`src/rtl/egcd_pkg.sv`:
```
// Shared package for the Euclid GCD unit: field widths, the default
// operand width and the command/status structs between controller and datapath.
// No dependencies.
package egcd_pkg;

  localparam int DATA_W            = 32;
  localparam int STEP_W            = 6;
  localparam int OPERAND_WIDTH_DEF = 32;
  localparam int IN_TDATA_W        = 64;
  localparam int OUT_TDATA_W       = 40;

  localparam logic [STEP_W-1:0] STEP_MAX = 6'd63;

  // controller -> datapath
  typedef struct packed {
    logic load;   // capture operands, order them, clear counters
    logic shift;  // one restoring-division bit
    logic swap;   // pair becomes (divisor, remainder), count a step
  } cmd_t;

  // datapath -> controller
  typedef struct packed {
    logic zero_op;   // an operand was zero
    logic div_last;  // this shift handles the last dividend bit of the division
    logic rem_zero;  // remainder of the finished division is zero
  } stat_t;

endpackage

```
`src/rtl/egcd_dp.sv`:
```
// Datapath of the Euclid GCD unit: operand registers, bit-serial restoring
// remainder unit and saturating step counter.
// Depends on egcd_pkg.
module egcd_dp #(
  parameter int OPERAND_WIDTH = egcd_pkg::OPERAND_WIDTH_DEF
) (
  input  logic                          clk,
  input  logic [egcd_pkg::DATA_W-1:0]   operand_a,
  input  logic [egcd_pkg::DATA_W-1:0]   operand_b,
  input  egcd_pkg::cmd_t                cmd,
  output egcd_pkg::stat_t               stat,
  output logic [egcd_pkg::DATA_W-1:0]   gcd_value,
  output logic [egcd_pkg::STEP_W-1:0]   step_count,
  output logic                          zero_operand_error
);

  // operands arrive as 32-bit fields; only the low OPERAND_WIDTH bits (at most 32) count
  localparam int OpW  = (OPERAND_WIDTH < egcd_pkg::DATA_W) ? OPERAND_WIDTH
                                                           : egcd_pkg::DATA_W;
  localparam int CntW = $clog2(OpW);

  logic [OpW-1:0]              dvs_r, dvd_r, rem_r;
  logic [CntW-1:0]             cnt_r;
  logic [egcd_pkg::STEP_W-1:0] steps_r;
  logic                        err_r;

  logic [OpW-1:0] a_op, b_op;
  logic [OpW:0]   rem_sh, rem_sub;
  logic           ge;

  assign a_op    = operand_a[OpW-1:0];
  assign b_op    = operand_b[OpW-1:0];
  // shift next dividend bit into the partial remainder, try the subtract
  assign rem_sh  = {rem_r, dvd_r[OpW-1]};
  assign ge      = rem_sh >= {1'b0, dvs_r};
  assign rem_sub = rem_sh - {1'b0, dvs_r};

  always_ff @(posedge clk) begin
    if (cmd.load) begin
      dvs_r   <= (a_op < b_op) ? a_op : b_op;
      dvd_r   <= (a_op < b_op) ? b_op : a_op;
      rem_r   <= '0;
      cnt_r   <= '0;
      steps_r <= '0;
      err_r   <= (a_op == '0) || (b_op == '0);
    end else if (cmd.shift) begin
      rem_r <= ge ? rem_sub[OpW-1:0] : rem_sh[OpW-1:0];
      dvd_r <= {dvd_r[OpW-2:0], ge};
      cnt_r <= cnt_r + 1'b1;
    end else if (cmd.swap) begin
      dvd_r <= dvs_r;
      dvs_r <= rem_r;
      rem_r <= '0;
      cnt_r <= '0;
      if (steps_r != egcd_pkg::STEP_MAX) begin
        steps_r <= steps_r + 1'b1;
      end
    end
  end

  assign stat.zero_op  = err_r;
  assign stat.div_last = (cnt_r == CntW'(OpW - 1));
  assign stat.rem_zero = (rem_r == '0);

  assign gcd_value          = err_r ? '0 : egcd_pkg::DATA_W'(dvs_r);
  assign step_count         = err_r ? '0 : steps_r;
  assign zero_operand_error = err_r;

endmodule

```
`src/rtl/egcd_ctrl.sv`:
```
// Controller of the Euclid GCD unit: sequences load, division bits and
// pair swaps, and hands the finished result to the output register.
// Depends on egcd_pkg.
module egcd_ctrl (
  input  logic            clk,
  input  logic            rst_n,
  input  logic            in_valid,
  input  logic            out_free,
  input  egcd_pkg::stat_t stat,
  output egcd_pkg::cmd_t  cmd,
  output logic            in_ready,
  output logic            out_load
);

  typedef enum logic [2:0] {
    S_IDLE,
    S_START,
    S_DIV,
    S_EVAL,
    S_DONE
  } state_t;

  state_t state_r, state_nxt;

  always_comb begin
    state_nxt = state_r;
    cmd       = '0;
    in_ready  = 1'b0;
    out_load  = 1'b0;
    case (state_r)
      S_IDLE: begin
        in_ready = 1'b1;
        if (in_valid) begin
          cmd.load  = 1'b1;
          state_nxt = S_START;
        end
      end
      S_START: begin
        state_nxt = stat.zero_op ? S_DONE : S_DIV;
      end
      S_DIV: begin
        cmd.shift = 1'b1;
        if (stat.div_last) begin
          state_nxt = S_EVAL;
        end
      end
      S_EVAL: begin
        if (stat.rem_zero) begin
          state_nxt = S_DONE;
        end else begin
          cmd.swap  = 1'b1;
          state_nxt = S_DIV;
        end
      end
      S_DONE: begin
        // hold until the output register can take the result
        if (out_free) begin
          out_load  = 1'b1;
          state_nxt = S_IDLE;
        end
      end
      default: begin
        state_nxt = S_IDLE;
      end
    endcase
  end

  always_ff @(posedge clk) begin
    if (!rst_n) begin
      state_r <= S_IDLE;
    end else begin
      state_r <= state_nxt;
    end
  end

endmodule

```
`src/rtl/euclid_gcd_with_step_count_unit.sv`:
```
// Euclid GCD unit with remainder step count, top level.
// The accepted pair is loaded and ordered, then each remainder step runs a
//   bit-serial division over the operand width and an evaluation, until a zero
//   remainder ends it; a zero operand goes from the start state to the result.
// The bit-serial remainder unit makes one bit per cycle. A new pair is taken only
//   after the last has left the loop; the next pair enters while a result waits.
// Reset (rst_n low, synchronous) returns the controller to idle and empties the
//   output register. Depends on egcd_pkg, egcd_ctrl and egcd_dp.
module euclid_gcd_with_step_count_unit #(
  parameter int OPERAND_WIDTH = egcd_pkg::OPERAND_WIDTH_DEF
) (
  input  logic                                clk,
  input  logic                                rst_n,
  // input channel
  input  logic                                in_tvalid,
  output logic                                in_tready,
  // [31:0] operand_a, [63:32] operand_b
  input  logic [egcd_pkg::IN_TDATA_W-1:0]     in_tdata,
  // result channel
  output logic                                out_tvalid,
  input  logic                                out_tready,
  // [31:0] gcd_value, [37:32] step_count, [39:38] zero fill
  output logic [egcd_pkg::OUT_TDATA_W-1:0]    out_tdata,
  // [0] zero_operand_error
  output logic                                out_tuser
);

  egcd_pkg::cmd_t  cmd;
  egcd_pkg::stat_t stat;

  logic                        out_free, out_load;
  logic [egcd_pkg::DATA_W-1:0] dp_gcd;
  logic [egcd_pkg::STEP_W-1:0] dp_steps;
  logic                        dp_err;

  // output register: parts the result channel from the iteration loop
  logic                        out_valid_r, out_valid_nxt;
  logic [egcd_pkg::DATA_W-1:0] out_gcd_r;
  logic [egcd_pkg::STEP_W-1:0] out_steps_r;
  logic                        out_err_r;

  // free when empty or being drained this cycle
  assign out_free = !out_valid_r || out_tready;

  egcd_ctrl u_ctrl (
    .clk      (clk),
    .rst_n    (rst_n),
    .in_valid (in_tvalid),
    .out_free (out_free),
    .stat     (stat),
    .cmd      (cmd),
    .in_ready (in_tready),
    .out_load (out_load)
  );

  egcd_dp #(
    .OPERAND_WIDTH (OPERAND_WIDTH)
  ) u_dp (
    .clk                (clk),
    .operand_a          (in_tdata[egcd_pkg::DATA_W-1:0]),
    .operand_b          (in_tdata[egcd_pkg::IN_TDATA_W-1:egcd_pkg::DATA_W]),
    .cmd                (cmd),
    .stat               (stat),
    .gcd_value          (dp_gcd),
    .step_count         (dp_steps),
    .zero_operand_error (dp_err)
  );

  always_comb begin
    out_valid_nxt = out_valid_r;
    if (out_load) begin
      out_valid_nxt = 1'b1;
    end else if (out_tready) begin
      out_valid_nxt = 1'b0;
    end
  end

  always_ff @(posedge clk) begin
    if (!rst_n) begin
      out_valid_r <= 1'b0;
    end else begin
      out_valid_r <= out_valid_nxt;
    end
  end

  // payload: capture the finished result, hold while stalled
  always_ff @(posedge clk) begin
    if (out_load) begin
      out_gcd_r   <= dp_gcd;
      out_steps_r <= dp_steps;
      out_err_r   <= dp_err;
    end
  end

  assign out_tvalid = out_valid_r;
  assign out_tdata  = {2'b00, out_steps_r, out_gcd_r};
  assign out_tuser  = out_err_r;

endmodule
```
`config.mk`:
```
export PLATFORM = sky130hd
export DESIGN_NAME = euclid_gcd_with_step_count_unit
export DESIGN_NICKNAME = d
export VERILOG_FILES = /design/src/rtl/egcd_pkg.sv /design/src/rtl/egcd_dp.sv /design/src/rtl/egcd_ctrl.sv /design/src/rtl/euclid_gcd_with_step_count_unit.sv
export SDC_FILE = /design/constraint.sdc
export NUM_CORES = 1
export LEC_CHECK = 0
export BUFFER_PORTS_ARGS = -buffer_cell sky130_fd_sc_hd__buf_2
export CAP_MARGIN = 20
export CORE_MARGIN = 5
export CORE_UTILIZATION = 50
export DETAILED_ROUTE_END_ITERATION = 16
export PLACE_DENSITY = 0.79
export SLEW_MARGIN = 5
export SYNTH_ARGS = -nofsm -noshare
export SYNTH_HDL_FRONTEND = slang
export SYNTH_SLANG_ARGS = --single-unit
```
`constraint.sdc`:
```
create_clock -name clk -period 2.82 [get_ports clk]
set_input_delay 0.564 -clock clk [delete_from_list [all_inputs] [get_ports clk]]
set_output_delay 0.564 -clock clk [all_outputs]
set_load 0.02 [all_outputs]
```
== Word level (Yosys, flattened, before mapping) ==
Index checks and enable logic that the tools add are counted.

* Register bits: 151
* Bits of input ports: 68
* Output and inout bits: 43
* Word-level logic and storage cells: 70

* Add/subtract/negate cells: 3
* Magnitude comparators: 2
* Equal/unequal tests: 10
* Mux-type cells: 29
* Bitwise logic cells: 1
* Reduce and logical (&&, ||, !) cells: 14

{| class="wikitable"
|+ Operators by type and width
! operator !! count
|-
| two-way mux 32 bit || 11
|-
| zero test 32 bit || 3
|-
| >= comparator 33 x 32 -> 1 bit || 1
|-
| < comparator 32 bit || 1
|-
| subtractor 32 bit || 1
|-
| two-way mux 3 bit || 5
|-
| one-hot mux 3 bit (5 select lines) || 1
|-
| two-way mux 1 bit || 10
|-
| two-way mux 5 bit || 2
|-
| adder 6 x 1 -> 6 bit, second input constant || 1
|-
| == test 3 x 2 -> 1 bit, second input constant || 2
|-
| inequality test 2 bit, second input constant || 3
|-
| inequality test 6 bit, second input constant || 1
|-
| AND reduction 3 bit || 2
|-
| nonzero test 2 bit || 3
|-
| adder 5 x 1 -> 5 bit, second input constant || 1
|-
| == test 5 bit, second input constant || 1
|-
| == test 3 x 1 -> 1 bit, second input constant || 1
|-
| == test 3 bit, second input constant || 1
|-
| zero test 3 bit || 1
|-
| nonzero test 3 bit || 1
|-
| logical OR 1 bit || 2
|-
| inequality test 2 x 1 -> 1 bit, second input constant || 1
|-
| AND reduction 2 bit || 1
|-
| 2 further kinds || 2
|}

== Depth between registers and ports, before layout ==
* Depth after elaboration: 6
* Mapped depth: 13
* Depth with buffers taken out: 11

== Cells and area by module ==
Synthesis repeated with hierarchy kept, for this count alone.

* Cells, all modules: 1068
* Area total of the unflattened synthesis: 9924.5 µm²

{| class="wikitable"
|+ By module, submodules not included
! module !! instances !! cells an instance !! area each (µm²)
|-
| egcd_dp || 1 || 1002 || 8481.9
|-
| euclid_gcd_with_step_count_unit || 1 || 46 || 1238.7
|-
| egcd_ctrl || 1 || 20 || 203.9
|}

== Worst setup path after synthesis ==
No wires, ideal clock.

* Path type: register to register
* From: register u_ctrl.state_r[1]
* To: register out_gcd_r[0] (netlist name), enable pin
* Library setup time: 440 ps
* Arrival: 2584 ps
* Required time: 2380 ps
* Path slack: -204 ps
* Stages on the path, launching flop included: 4
* Clock period less this slack: 3024 ps
* Cells stage by stage: dfxtp_1 -> clkbuf_1 -> nor3b_1 -> nor2b_1

* Word-level cells in the longest chain between the ends: 2

{| class="wikitable"
|+ RTL lines
! what !! RTL line !! text
|-
| start, declared || egcd_ctrl.sv:23 || <nowiki>state_t state_r, state_nxt;</nowiki>
|-
| start signal, assigned || egcd_ctrl.sv:72 || <nowiki>state_r <= state_nxt;</nowiki>
|-
| == test 3 bit || egcd_ctrl.sv:30 || <nowiki>case (state_r)</nowiki>
|-
| two-way mux 1 bit || egcd_ctrl.sv:30 ||
|-
| via out_load || euclid_gcd_with_step_count_unit.sv:31 || <nowiki>logic out_free, out_load;</nowiki>
|-
| end signal, assigned || euclid_gcd_with_step_count_unit.sv:89 || <nowiki>out_gcd_r <= dp_gcd;</nowiki>
|-
| end, declared || euclid_gcd_with_step_count_unit.sv:38 || <nowiki>logic [egcd_pkg::DATA_W-1:0] out_gcd_r;</nowiki>
|}

The timed path passes the listed nets, and every way through them passes these cells.
A chain may end at the register's enable or synchronous reset.

== Worst setup path in the final report ==
* From: register u_dp.dvs_r[10]
* To: register u_dp.rem_r[7]

* Word-level cells in the longest chain between the ends: 3

{| class="wikitable"
|+ RTL lines
! what !! RTL line !! text
|-
| start, declared || egcd_dp.sv:22 || <nowiki>logic [OpW-1:0] dvs_r, dvd_r, rem_r;</nowiki>
|-
| start signal, assigned || egcd_dp.sv:40 || <nowiki>dvs_r <= (a_op < b_op) ? a_op : b_op;</nowiki>
|-
| start signal, assigned || egcd_dp.sv:52 || <nowiki>dvs_r <= rem_r;</nowiki>
|-
| >= comparator 33 x 32 -> 1 bit || egcd_dp.sv:35 || <nowiki>assign ge = rem_sh >= {1'b0, dvs_r};</nowiki>
|-
| two-way mux 32 bit || egcd_dp.sv:47 || <nowiki>rem_r <= ge ? rem_sub[OpW-1:0] : rem_sh[OpW-1:0];</nowiki>
|-
| two-way mux 32 bit || egcd_dp.sv:46 || <nowiki>end else if (cmd.shift) begin</nowiki>
|-
| end signal, assigned || egcd_dp.sv:47 ||
|-
| end, declared || egcd_dp.sv:22 ||
|}

Every way passes these cells.

==> impl_metrics.env <==
export IMPL_outcome="finished, violations left"
export IMPL_violations="setup timing"
export IMPL_synth_area_leader_cell="edfxtp_1"
export IMPL_area_growth_pct=31.5
export IMPL_setup_tns_final_ps=-3160
export IMPL_synth_top_cell_area_share_pct=32.2
export IMPL_layout_nets=1373
export IMPL_clk_latency_ps=450
export IMPL_cap_violations=0
export IMPL_sw_frac_of_total_pct=29.3
export IMPL_gp_routability_congestion=0.907
export IMPL_total_power_mw=6.77
export IMPL_drt_pre_antenna_iters=6
export IMPL_instances_no_fill=1516
export IMPL_min_period_over_period_pct=109
export IMPL_drive_gt1_share_pct=28.9
export IMPL_vias=9361
export IMPL_cts_root_buf="clkbuf_16"
export IMPL_netlist_area_um2=9690
export IMPL_fin_ws_ps=-242
export IMPL_arrival_ps=3400
export IMPL_setup_violations=68
export IMPL_avgSynthCellArea_um2=9.51
export IMPL_grt_pass1_wl_mm=45.2
export IMPL_rr_startpoint="u_dp.dvs_r[10]$_DFFE_PP_"
export IMPL_r2r_setup_slack_ps=-240
export IMPL_clkTransAtPathRegs_ps=70
export IMPL_synth_edff_count=104
export IMPL_diodes=0
export IMPL_die_height_um=149
export IMPL_die_w_um=149
export IMPL_place_inst=1467
export IMPL_slew_headroom_pct=34.9
export IMPL_power_frac_seq_pct=39.2
export IMPL_worstHoldStart="rst_n"
export IMPL_multi_input_area_um2=5490
export IMPL_layout_common_cells="buf_4 (128), buf_2 (107), edfxtp_1 (104)"
export IMPL_core_area_um2=19300
export IMPL_cts_sinks=151
export IMPL_hold_viol_final=0
export IMPL_cp_startpoint="u_dp.dvs_r[10]$_DFFE_PP_"
export IMPL_htreeDepth=4
export IMPL_drt_iter0_drc=991
export IMPL_drt_total_wl_mm=31.6
export IMPL_powerDensity_nw_per_um2=531
export IMPL_cp_start_kind="flop"
export IMPL_drt_wirelength_per_cell_um=20.8
export IMPL_max_freq_ghz=0.327
export IMPL_hold_path_class="input pin to flop"
export IMPL_grt_usage_pct=25.6
export IMPL_fin_skew_ps=25.4
export IMPL_die_area_um2=22300
export IMPL_cp_max_fo=7
export IMPL_synthTopCellsByArea="edfxtp_1 (32%), dfxtp_1 (9.7%), ha_1 (8.5%), mux2i_1 (8.1%), nor2_1 (3.7%)"
export IMPL_synth_cell_types=63
export IMPL_p_comb_share_pct=24.6
export IMPL_vdd_drop_max_mv=0.462
export IMPL_ys_warn_count=0
export IMPL_r2r_end="u_dp.rem_r[7]$_SDFFE_PP0P_"
export IMPL_ys_seq_elements=151
export IMPL_worst_pin_slew_ps=977
export IMPL_min_path_cells=3
export IMPL_slew_viol_final=0
export IMPL_post_route_min_period_ps=3060
export IMPL_row_count=51
export IMPL_portBuffers=108
export IMPL_switchingPower_mw=1.98
export IMPL_drc=0
export IMPL_nFillCells=1494
export IMPL_async_flop_share_pct=0
export IMPL_p_clk_share_pct=36.2
export IMPL_dp_hpwl_mm=20.6
export IMPL_min_to="u_ctrl.state_r[0]$_SDFFE_PN0P_"
export IMPL_cts_tree="done"
export IMPL_yosysSeqAreaShare_pct=42.0
export IMPL_synth_flop_cell="edfxtp_1"
export IMPL_rsz0062_at_grt="yes"
export IMPL_clock_path_buffers=2
export IMPL_internal_power_mw=4.78
export IMPL_ant_nets=0
export IMPL_grt_antenna_before_repair=0
export IMPL_grt_pass1_vias=8800
export IMPL_synth_cells=1018
export IMPL_grt_overflow=0
export IMPL_r2r_cells=12
export IMPL_cts_buffers=17
export IMPL_critical_path_class="flop to flop"
export IMPL_ff_latch_area_um2=4070
export IMPL_p_leak_nw=5.45
export IMPL_io_pins=111
export IMPL_avgViaCountPerCell=6.17
export IMPL_grt_start_max_net_pins=48
export IMPL_final_common_cell="buf_4"
export IMPL_start_util_pct=50.3
export IMPL_cp_data_required_time_ps=3160
export IMPL_crit_path_end_kind="flop"
how the worst max path moves through the flow:
stage / end / slack [ps] / cells after the start
after floorplan: u_dp.dvd_r[0]$_DFFE_PP_ / 10 / 7
after global placement: u_dp.dvd_r[1]$_DFFE_PP_ / -390 / 11
after detailed placement: u_dp.dvd_r[1]$_DFFE_PP_ / -580 / 11
after CTS: u_dp.rem_r[10]$_SDFFE_PP0P_ / -9 / 13
after global routing: u_dp.rem_r[7]$_SDFFE_PP0P_ / -310 / 12
final: u_dp.rem_r[7]$_SDFFE_PP0P_ / -240 / 12
cell type report:
class | instances | area share, %
Multi-Input combinational cell | 739 | 43.1
Inverter | 71 | 2.11
Timing Repair Buffer | 258 | 15.3
Tap cell | 265 | 2.60
Clock buffer | 23 | 4.10
Sequential cell | 151 | 31.9
Clock inverter | 9 | 0.854
Yosys cell counts (3+ instances only):
library cell    n
a211o_1         4
a211oi_1       37
a21o_1         21
a21oi_1        71
a22o_1          4
a31oi_1         7
a32oi_1        19
and2_1          3
and3_1          8
buf_4           5
buf_6           7
clkbuf_1       44
dfxtp_1        47
edfxtp_1      104
ha_1           66
inv_1          70
mux2i_1        78
nand2_1        63
nand2b_1        5
nand3_1        12
nand4_1        20
nor2_1         95
nor2b_1        18
nor3_1          6
nor3b_1         3
nor4_1         28
o211ai_1        6
o21a_1          5
o21ai_0        19
o21ai_1        56
o21bai_1        3
o22ai_1        13
o31ai_1         3
or2_2           3
xnor2_1        12
xor2_1         20
flip-flops by register name, summed over array words and instances (netlist names):
signal                   cells
out_tvalid                   1
out_tuser                    1
out_steps_r                  6
u_dp.dvd_r                  32
u_dp.steps_r                 6
out_gcd_r                   32
u_dp.rem_r                  32
u_ctrl.state_r               3
u_dp.cnt_r                   5
u_dp.dvs_r                  32
u_dp.zero_operand_error      1
power by group through the flow:
stage | sequential [mW] | clock (mW) | combinational, mW
final | 2.65 | 2.45 | 1.67
after global routing | 2.66 | 2.55 | 1.77
after CTS | 2.65 | 2.45 | 1.40
after detailed placement | 2.69 | 0 | 1.38
after global placement | 2.68 | 0 | 1.34
after floorplan | 2.68 | 0 | 0.855
critical path, cell delays in order (launching register included):
cell	delay (ps)
edfxtp_1	360
inv_1	100
ha_1	280
a211oi_1	380
o21bai_1	180
nor2_1	270
a211oi_4	100
or2_4	270
a31oi_4	290
buf_4	190
buf_16	130
a32oi_1	120
o22ai_1	280
per-layer routing:
layer  part of all wire [%]  global-route usage (%)  up-vias  routed length [µm]
met2                     47                    41.5      572               14800
met5                      0                       0        -                   0
met1                     38                    32.9     4430               12100
met3                    9.8                    6.11      129                3100
li1                       -                       -     4230                   -
met4                    4.9                    11.0        0                1560
cells by family (layout without fill, tap and decap cells):
| kind of cell | Yosys count | count (layout) | synth area share, % |
|---|---|---|---|
| AO/OA/AOI/OAI | 287 | 287 | 19.0 |
| XOR/XNOR | 32 | 32 | 2.89 |
| adder cells (fa/ha/maj) | 67 | 67 | 8.73 |
| buffers and inverters | 129 | 361 | 5.76 |
| flip-flops | 151 | 151 | 42.0 |
| multiplexers | 78 | 78 | 8.06 |
| other | 1 | 2 | 0.0387 |
| AND/OR/NAND/NOR | 273 | 273 | 13.5 |
through the flow:
step,worst slack (ps),hold slack [ps],area (µm²),util [%]
CTS,-9.11,383,12100,62.7
floorplan,12.5,449,9690,-
global placement,-385,465,11400,59.0
detailed placement,-582,485,11400,59.0
finish,-242,404,12700,66.1
global route,-309,396,12700,66.1
timing repair:
| action | in CTS | in global routing |
|---|---|---|
| resized for setup | 8 | 86 |
| pin swaps | 1 | 36 |
| hold buffers | 0 | 0 |
| setup buffers | 3 | 5 |
| gates cloned | 1 | 11 |
| setup endpoints to repair | 91 | 95 |
Note: power is estimated with default switching activity, not from simulation.
